===== src/hw/rtl/mpq_pkg.sv =====
// Shared types and constants for the max priority queue.
package mpq_pkg;

	localparam int CAPACITY    = 64;
	localparam int DATA_W      = 32;
	localparam int CNT_W       = $clog2(CAPACITY + 1);
	localparam int COUNT_OUT_W = 7;
	localparam int S_TDATA_W   = 32;
	localparam int M_TDATA_W   = 40;
	localparam int M_TUSER_W   = 3;

	localparam logic KIND_INSERT = 1'b0;
	localparam logic KIND_REMOVE = 1'b1;

	typedef enum logic [1:0] {
		STATUS_OK    = 2'd0,
		STATUS_EMPTY = 2'd1,
		STATUS_FULL  = 2'd2
	} status_t;

	// Command broadcast to every cell of the chain.
	typedef struct packed {
		logic                     ins;
		logic                     rem;
		logic signed [DATA_W-1:0] value;
	} cmd_t;

endpackage


===== src/hw/rtl/mpq_cell.sv =====
// One cell of the sorted chain: holds one value and shifts left or right.
module mpq_cell (
	input  logic                             clk,
	input  mpq_pkg::cmd_t                    cmd,
	input  logic                             occupied,
	input  logic                             left_ge,
	input  logic signed [mpq_pkg::DATA_W-1:0] left_value,
	input  logic signed [mpq_pkg::DATA_W-1:0] right_value,
	output logic signed [mpq_pkg::DATA_W-1:0] value,
	output logic                             ge
);
	import mpq_pkg::*;

	logic signed [DATA_W-1:0] store_q;

	// The cell keeps its value when it holds something at least as large as the new one.
	assign ge    = occupied && (store_q >= cmd.value);
	assign value = store_q;

	// The first cell that does not keep its value takes the new one; those after it
	// take their left neighbour's value. A remove pulls every value one cell left.
	always_ff @(posedge clk) begin
		if (cmd.ins) begin
			if (!ge) begin
				store_q <= left_ge ? cmd.value : left_value;
			end
		end else if (cmd.rem) begin
			store_q <= right_value;
		end
	end

endmodule

===== config.mk =====
export PLATFORM = sky130hd
export DESIGN_NAME = mpq_cell
export DESIGN_NICKNAME = d
export VERILOG_FILES = /design/src/hw/rtl/mpq_pkg.sv /design/src/hw/rtl/mpq_cell.sv
export SDC_FILE = /design/constraint.sdc
export NUM_CORES = 1
export LEC_CHECK = 0
export BUFFER_PORTS_ARGS = -buffer_cell sky130_fd_sc_hd__buf_2
export CAP_MARGIN = 25
export CELL_PAD_IN_SITES_DETAIL_PLACEMENT = 1
export CELL_PAD_IN_SITES_GLOBAL_PLACEMENT = 2
export CORE_MARGIN = 2
export CORE_UTILIZATION = 27
export DETAILED_ROUTE_END_ITERATION = 7
export GPL_TIMING_DRIVEN = 0
export PLACE_DENSITY = 0.95
export SLEW_MARGIN = 20
export SYNTH_ARGS = -nofsm -noshare
export SYNTH_HDL_FRONTEND = slang
export SYNTH_SLANG_ARGS = --single-unit
export TNS_END_PERCENT = 100

===== constraint.sdc =====
create_clock -name clk -period 5.6 [get_ports clk]
set_input_delay 0.28 -clock clk [delete_from_list [all_inputs] [get_ports clk]]
set_output_delay 0.28 -clock clk [all_outputs]
set_load 0.03 [all_outputs]

Word level (Yosys, flattened, before mapping) --
Cells that the tools add are included.
Word-level totals: register bits 32, bits of input ports 101, output and inout bits 33, word-level logic and storage cells 10
Operators by class: magnitude comparators 1, eq/ne operators 1, multiplexer cells 4, reduce and logical (&&, ||, !) cells 3
Operators with widths (count):
- $mux 32 | 4
- $ge 32x32->1 | 1
- $ne 2x2->1 const B | 1
- $reduce_and 2->1 | 1
- $reduce_bool 2->1 | 1
- $logic_and 1x1->1 | 1

Longest topological paths before layout --
Gate-level depths: netlist of the first run.
depth after elaboration 4, depth in mapped cells 8, depth with buffers taken out 8

Least setup slack after synthesis of the first run --
Ideal clock, no wire load.
path type flip-flop to flip-flop, start register store_q[14] (netlist: value[14]), end register store_q[0] (netlist: value[0]), enable pin, setup time 0.394 ns, data arrival time 2.732 ns, slack 2.474 ns, cell stages (with the launch flop) 8, buffers on the path 0, period minus slack after synthesis 3.126 ns, path through edfxtp_1 -> ha_1 -> and4_4 -> a211oi_2 -> o21ai_1 -> o31ai_1 -> nor3b_2 -> o32a_1
Between the ends: word-level cells in the longest chain between the ends 4
RTL lines:
- start, declared | RTL line mpq_cell.sv:14 | logic signed [DATA_W-1:0] store_q;
- start signal, assigned | RTL line mpq_cell.sv:25 | store_q <= left_ge ? cmd.value : left_value;
- start signal, assigned | RTL line mpq_cell.sv:28 | store_q <= right_value;
- $ge 32x32->1 | RTL line mpq_cell.sv:17 | assign ge = occupied && (store_q >= cmd.value);
- $logic_and 1x1->1 | RTL line mpq_cell.sv:17
- $ne 2x2->1 (no line)
- $reduce_and 2->1 (no line)
Every way passes these cells. A chain may end at the register's enable or synchronous reset.

Final worst setup path of the first run --
start register store_q[14] (netlist: value[14]), end register store_q[16] (netlist: value[16]), enable pin
Same word-level chain as after synthesis.

==> reports/results.ini, run 1 <==
[status]
status=finished clean

[clock_network]
numClockSinks=32
cts_tree=built
post_cts_buffers=0
post_cts_resized=0
cts_buffers=5
cts_max_path_buffers=2
path_clk_slew_ns=0.07
clock_latency_ns=0.28
cts_root_buf=clkbuf_8
holdBufCountCts=0
h-tree-depth=2

[layout]
layout_commonest_cell=buf_2
largest_reg_flops=32
fillers=1091
seq_area_um2=960.9
n_antenna_cell=0
final_nets=529
layout-drive-gt1-share_pct=37.03
final_cell_mix=buf_2, a21oi_1, nor2_1
syn2layout_area_growth_pct=36.31
multi_input_area_um2=1353

[power]
p_comb_share_pct=35.3
switching_share_pct=35.12
p_int_mw=0.4904
p_clk_share_pct=23.4
vdd_drop_max_v=0.00007086
p_leak_nw=1.720
power_density_nw_per_um2=223.8
seqPwrFrac_pct=41.3
p_sw_mw=0.2655

[sta]
finalSetupViolations=0
slew_headroom_pct=62.48
tightest_slew_ns=0.5628
finalSetupTns_ns=0
whs_ns=0.3147
slew_viol_final=0
min_period_ns=2.839
period_share_pct=50.69
rsz0062_at_grt=false
fmax_mhz=352.3
fin_skew_ns=0.007574
hold_violations=0

[floorplanning]
die_area_um2=9958
ios=134
start_util_pct=28.13
core_area_um2=8806
die_w_um=99.79
die_h_um=99.79
num_rows=34

[detailed_routing]
routed-via-count=2364
drc=0
wire_per_inst_um=14.98
drt_first_pass_iters=4
drtIter0Drc=24
drt_wl_total_um=7566
final_antenna_net_count=0
detail_route.vias_per_cell=4.681

[worst_setup_path]
critPathRequiredTime_ns=5.59
reg2reg_to=value[16]
critPathCaptureType=register
worst-setup-path-type=register to register
rr_worst_depth=8
crit_arrival_ns=2.83
reg2reg_setup_slack_ns=2.76
worstPathMaxFanout=20
timing.rr.start=value[14]
cp-start-kind=register

[logic_synthesis]
yosysTopAreaCellShare_pct=38.79
yosys-top-cells-area=edfxtp_1, ha_1, mux2i_1, a21oi_1, nor2_1
ys_warn_count=0
yosysTopAreaCell=edfxtp_1
yosysSeqAreaShare_pct=38.79
synth_cell_types=33
syn-num-nets=390
syn_area_per_cell_um2=9.640
syn_area_um2=2477
synth-seq-cells=32
synthCells=257

[place]
hpwlAfterDp_um=6476
port_buffers=131
place.gp.congestion=0.7289

[worst_hold_path]
hold_class=input port to register
hp-start=right_value[23]
min_path_cells=3
hold_end=value[23]

[global_route]
antenna_found_initial=0
grt_pass1_wl_um=12250
overflow=0
grt_max_degree=21
grtUsageTotal_pct=15.63
grt_pass1_vias=2595

[run]
maxCapViolations=0

[metal layers]
| layer | vias to the layer above | routed length (um) | track usage (%) |
|---|---|---|---|
| li1 | 1196 | - | - |
| met1 | 1087 | 3142 | 17.53 |
| met2 | 76 | 3862 | 29.47 |
| met3 | 5 | 502 | 4.387 |
| met4 | 0 | 59 | 3.161 |
| met5 | - | 0 | 0 |
[worst max-delay path, cell delays in order (launching register included)]
cell      delay (ns)
edfxtp_1        0.39
ha_1            0.35
and4_4          0.22
a211oi_2        0.24
o21ai_1         0.10
o31ai_1         0.28
nor3b_2         0.28
o32a_2          0.46
buf_16          0.22
[per-stage QoR]
step           area [um^2]  instances  power [mW]  setup slack (ns)  util (%)
2_1_floorplan         2477        257      0.4822             2.474         -
3_3_place_gp          3268        496      0.5761             1.971     37.11
3_5_place_dp          3297        497      0.5898             2.756     37.44
4_1_cts               3377        505      0.7710             2.714     38.35
5_1_grt               3377        505      0.8071             2.530     38.35
6_report              3377        505      0.7559             2.761     38.35
[how the worst max path moves through the flow]
| stage | end | start | cells after the start | slack (ns) |
|---|---|---|---|---|
| 2_1_floorplan | value[0] | value[14] | 7 | 2.47 |
| 3_3_place_gp | value[19] | cmd[14] | 9 | 1.97 |
| 3_5_place_dp | value[15] | cmd[14] | 10 | 2.76 |
| 4_1_cts | value[6] | value[14] | 8 | 2.71 |
| 5_1_grt | value[13] | value[14] | 8 | 2.53 |
| 6_report | value[16] | value[14] | 8 | 2.76 |
[cell families (layout without fill, tap and decap cells)]
family | after synthesis | after routing | share of synthesized area [%]
compound gates | 59 | 59 | 13.79
fa+ha+maj | 32 | 32 | 16.16
buf+inv | 43 | 183 | 6.667
flops | 32 | 32 | 38.79
mux | 32 | 32 | 12.93
simple gates | 59 | 59 | 11.67
[layout make-up]
| cell class | count | share of cell area [%] |
|---|---|---|
| flip-flops and latches | 32 | 28.45 |
| plain buffers | 11 | 1.334 |
| repair buffers | 132 | 20.23 |
| clock inverters | 1 | 0.1112 |
| clock buffers | 7 | 2.260 |
| well taps | 108 | 4.001 |
| inverters | 32 | 3.557 |
| multi-input cells | 182 | 40.05 |
[power groups by stage]
stage	registers (mW)	logic, mW	clock network, mW
after detailed placement	0.318	0.272	0
after global routing	0.316	0.298	0.193
after global placement	0.318	0.259	0
final	0.312	0.267	0.177
after floorplan	0.368	0.114	0
after CTS	0.313	0.273	0.185
[Yosys cell counts, drive strengths merged]
library cell,instances
o31ai,2
a21o,2
o21ai,4
or2,1
nand2,8
and3,1
nor2,33
nand3,2
edfxtp,32
inv,32
nor3b,2
o32a,1
mux2i,32
clkbuf,7
o211ai,1
o21a,1
o2bb2ai,1
nand4,4
nor3,1
nand2b,1
buf,4
and4,3
ha,32
nor2b,2
a21oi,44
nor4b,1
a211oi,3
No activity file was read; power rests on OpenSTA's default activity.
==> inputs of run 2 (changes only) <==
--- a/config.mk
+++ b/config.mk
@@ -10,10 +10,10 @@
 export CELL_PAD_IN_SITES_DETAIL_PLACEMENT = 1
 export CELL_PAD_IN_SITES_GLOBAL_PLACEMENT = 2
 export CORE_MARGIN = 2
-export CORE_UTILIZATION = 27
+export CORE_UTILIZATION = 23
 export DETAILED_ROUTE_END_ITERATION = 7
 export GPL_TIMING_DRIVEN = 0
-export PLACE_DENSITY = 0.95
+export PLACE_DENSITY = 0.87
 export SLEW_MARGIN = 20
 export SYNTH_ARGS = -nofsm -noshare
 export SYNTH_HDL_FRONTEND = slang
==> constraint.sdc (replaced) <==
create_clock -name clk -period 2.3 [get_ports clk]
set_input_delay 0.115 -clock clk [delete_from_list [all_inputs] [get_ports clk]]
set_output_delay 0.115 -clock clk [all_outputs]
set_load 0.03 [all_outputs]
==> reports/results.ini, run 2 (same netlist as run 1, synthesis figures left out) <==
[status]
status=finished, violations left
violations=negative setup slack

[detailed_routing]
drtIter0Drc=47
drc=0
drt_wl_total_um=8531
drt_first_pass_iters=6
routed-via-count=2447
final_antenna_net_count=0
detail_route.vias_per_cell=4.523
wire_per_inst_um=15.77

[layout]
final_cell_mix=buf_2, a21oi_1
n_antenna_cell=0
seq_area_um2=960.9
largest_reg_flops=32
layout-drive-gt1-share_pct=41.48
fin_area_um2=3621
syn2layout_area_growth_pct=46.16
fillers=1265
layout_commonest_cell=buf_2
multi_input_area_um2=1530
final_nets=538
instances_no_fill=541

[sta]
rsz0062_at_grt=true
worst_slack_ns=-0.2227
period_share_pct=109.7
hold_violations=0
min_period_ns=2.523
slew_viol_final=0
fmax_mhz=396.4
finalSetupViolations=33
tightest_slew_ns=0.7101
slew_headroom_pct=52.66
fin_skew_ns=0.005841
finalSetupTns_ns=-6.590

[clock_network]
cts_max_path_buffers=2
clock_latency_ns=0.28
cts_buffers=5
h-tree-depth=2
path_clk_slew_ns=0.07
cts_root_buf=clkbuf_8
holdBufCountCts=0
numClockSinks=32
cts_tree=built

[global_route]
grt_pass1_wl_um=12780
grtUsageMet1_pct=17.38
grt_max_degree=17
grt_pass1_vias=2578
overflow=0
gr-max-usage-layer=met2
grtUsageTotal_pct=14.30
antenna_found_initial=0
met2_usage_pct=26.06
grtUsageMet3_pct=2.300

[place]
post-place-ws_ns=-0.4078
place.gp.congestion=0.7576
port_buffers=131
placed_area_um2=3333
placed_cells=524
hpwlAfterDp_um=6416

[worst_hold_path]
hold_end=value[22]
hold_class=input port to register
hp-start=right_value[22]
min_path_cells=3

[power]
p_comb_share_pct=38.1
p_clk_share_pct=22.2
p_leak_nw=1.792
p_sw_mw=0.6944
switching_share_pct=36.12
seqPwrFrac_pct=39.8
p_int_mw=1.228
power_density_nw_per_um2=530.9
vdd_drop_max_v=0.0001601

[worst_setup_path]
cp-start-kind=register
timing.rr.start=value[31]
crit_path_max_incr_delay_ns=0.45
critPathSlowestCell=edfxtp_1
rr_worst_depth=8
critPathCaptureType=output port
path_cells=ha_4 > nand4_1 > nor4b_4 > nand2_2 > o31ai_4 > nor3b_4 > nor3b_2 > buf_4
critPathRequiredTime_ns=2.18
crit_family=simple AND/OR/NAND/NOR gates
worst-setup-path-type=register to output port
worstPathMaxFanout=4
startpoint=value[31]
reg2reg_to=value[4]
crit_arrival_ns=2.41
reg2reg_setup_slack_ns=-0.22
cp.buffers_inverters=1

[floorplanning]
die_area_um2=11620
die_h_um=107.8
num_rows=37
core_area_um2=10370
ios=134
die_w_um=107.8
start_util_pct=23.89

[run]
maxCapViolations=0

==> run 2: cell types whose count changed in the layout (fill, tap and decap cells not counted), sizes merged <==
cell	before	now
buf	136	143
clkbuf	14	12
clkinv	1	2
o32a	1	3
==> run 2: worst min-delay path, cell delays in order <==
cell and delay (ns):
buf_2 0.07, nor2_1 0.03, a21oi_1 0.10
==> run 2: final cells by class <==
cell class	count	area share, %
Multi-Input combinational cell	184	42.26
Sequential cell	32	26.54
Timing Repair Buffer	139	19.83
Tap cell	136	4.699
Inverter	32	3.317
Clock buffer	5	1.900
Buffer	11	1.244
Clock inverter	2	0.2073
==> run 2: timing repair <==
| action | 4_1_cts | 5_1_grt |
|---|---|---|
| resized for setup | 9 | 8 |
| endpoints found under the setup margin | 33 | 33 |
| pin swaps | 1 | 3 |
| buffers inserted | 4 | 4 |
| cloned | 1 | 1 |
| hold endpoints to repair | 0 | 0 |
==> run 2: power groups by stage <==
stage	clock [mW]	sequential, mW	combinational, mW
5_1_grt	0.469	0.773	0.809
3_5_place_dp	0	0.777	0.660
6_report	0.426	0.765	0.732
4_1_cts	0.443	0.766	0.703
2_1_floorplan	0	0.896	0.285
3_3_place_gp	0	0.774	0.646
==> run 2: stage by stage <==
stage	power, mW	hold WS (ns)	util, %
6_report	1.922	0.1513	34.92
5_1_grt	2.052	0.1552	34.92
4_1_cts	1.912	0.1363	34.01
2_1_floorplan	1.181	0.3406	-
3_3_place_gp	1.419	0.4320	32.14
3_5_place_dp	1.436	0.4400	32.14
==> run 2: metal layers <==
metal  share of wire, %  vias up  wire (um)
met4               0.86        0         73
li1                   -     1223          -
met2                 51       66       4327
met1                 45     1154       3798
met3                3.9        4        331
met5                  0        -          0
==> run 2: worst max path at each step <==
stage	endpoint	slack (ns)	cells after the start
CTS	value[18]	-0.25	7
global placement	value[17]	-0.38	7
finish	ge	-0.22	8
detailed placement	value[17]	-0.41	7
global route	ge	-0.38	8
floorplan	value[0]	-0.18	7
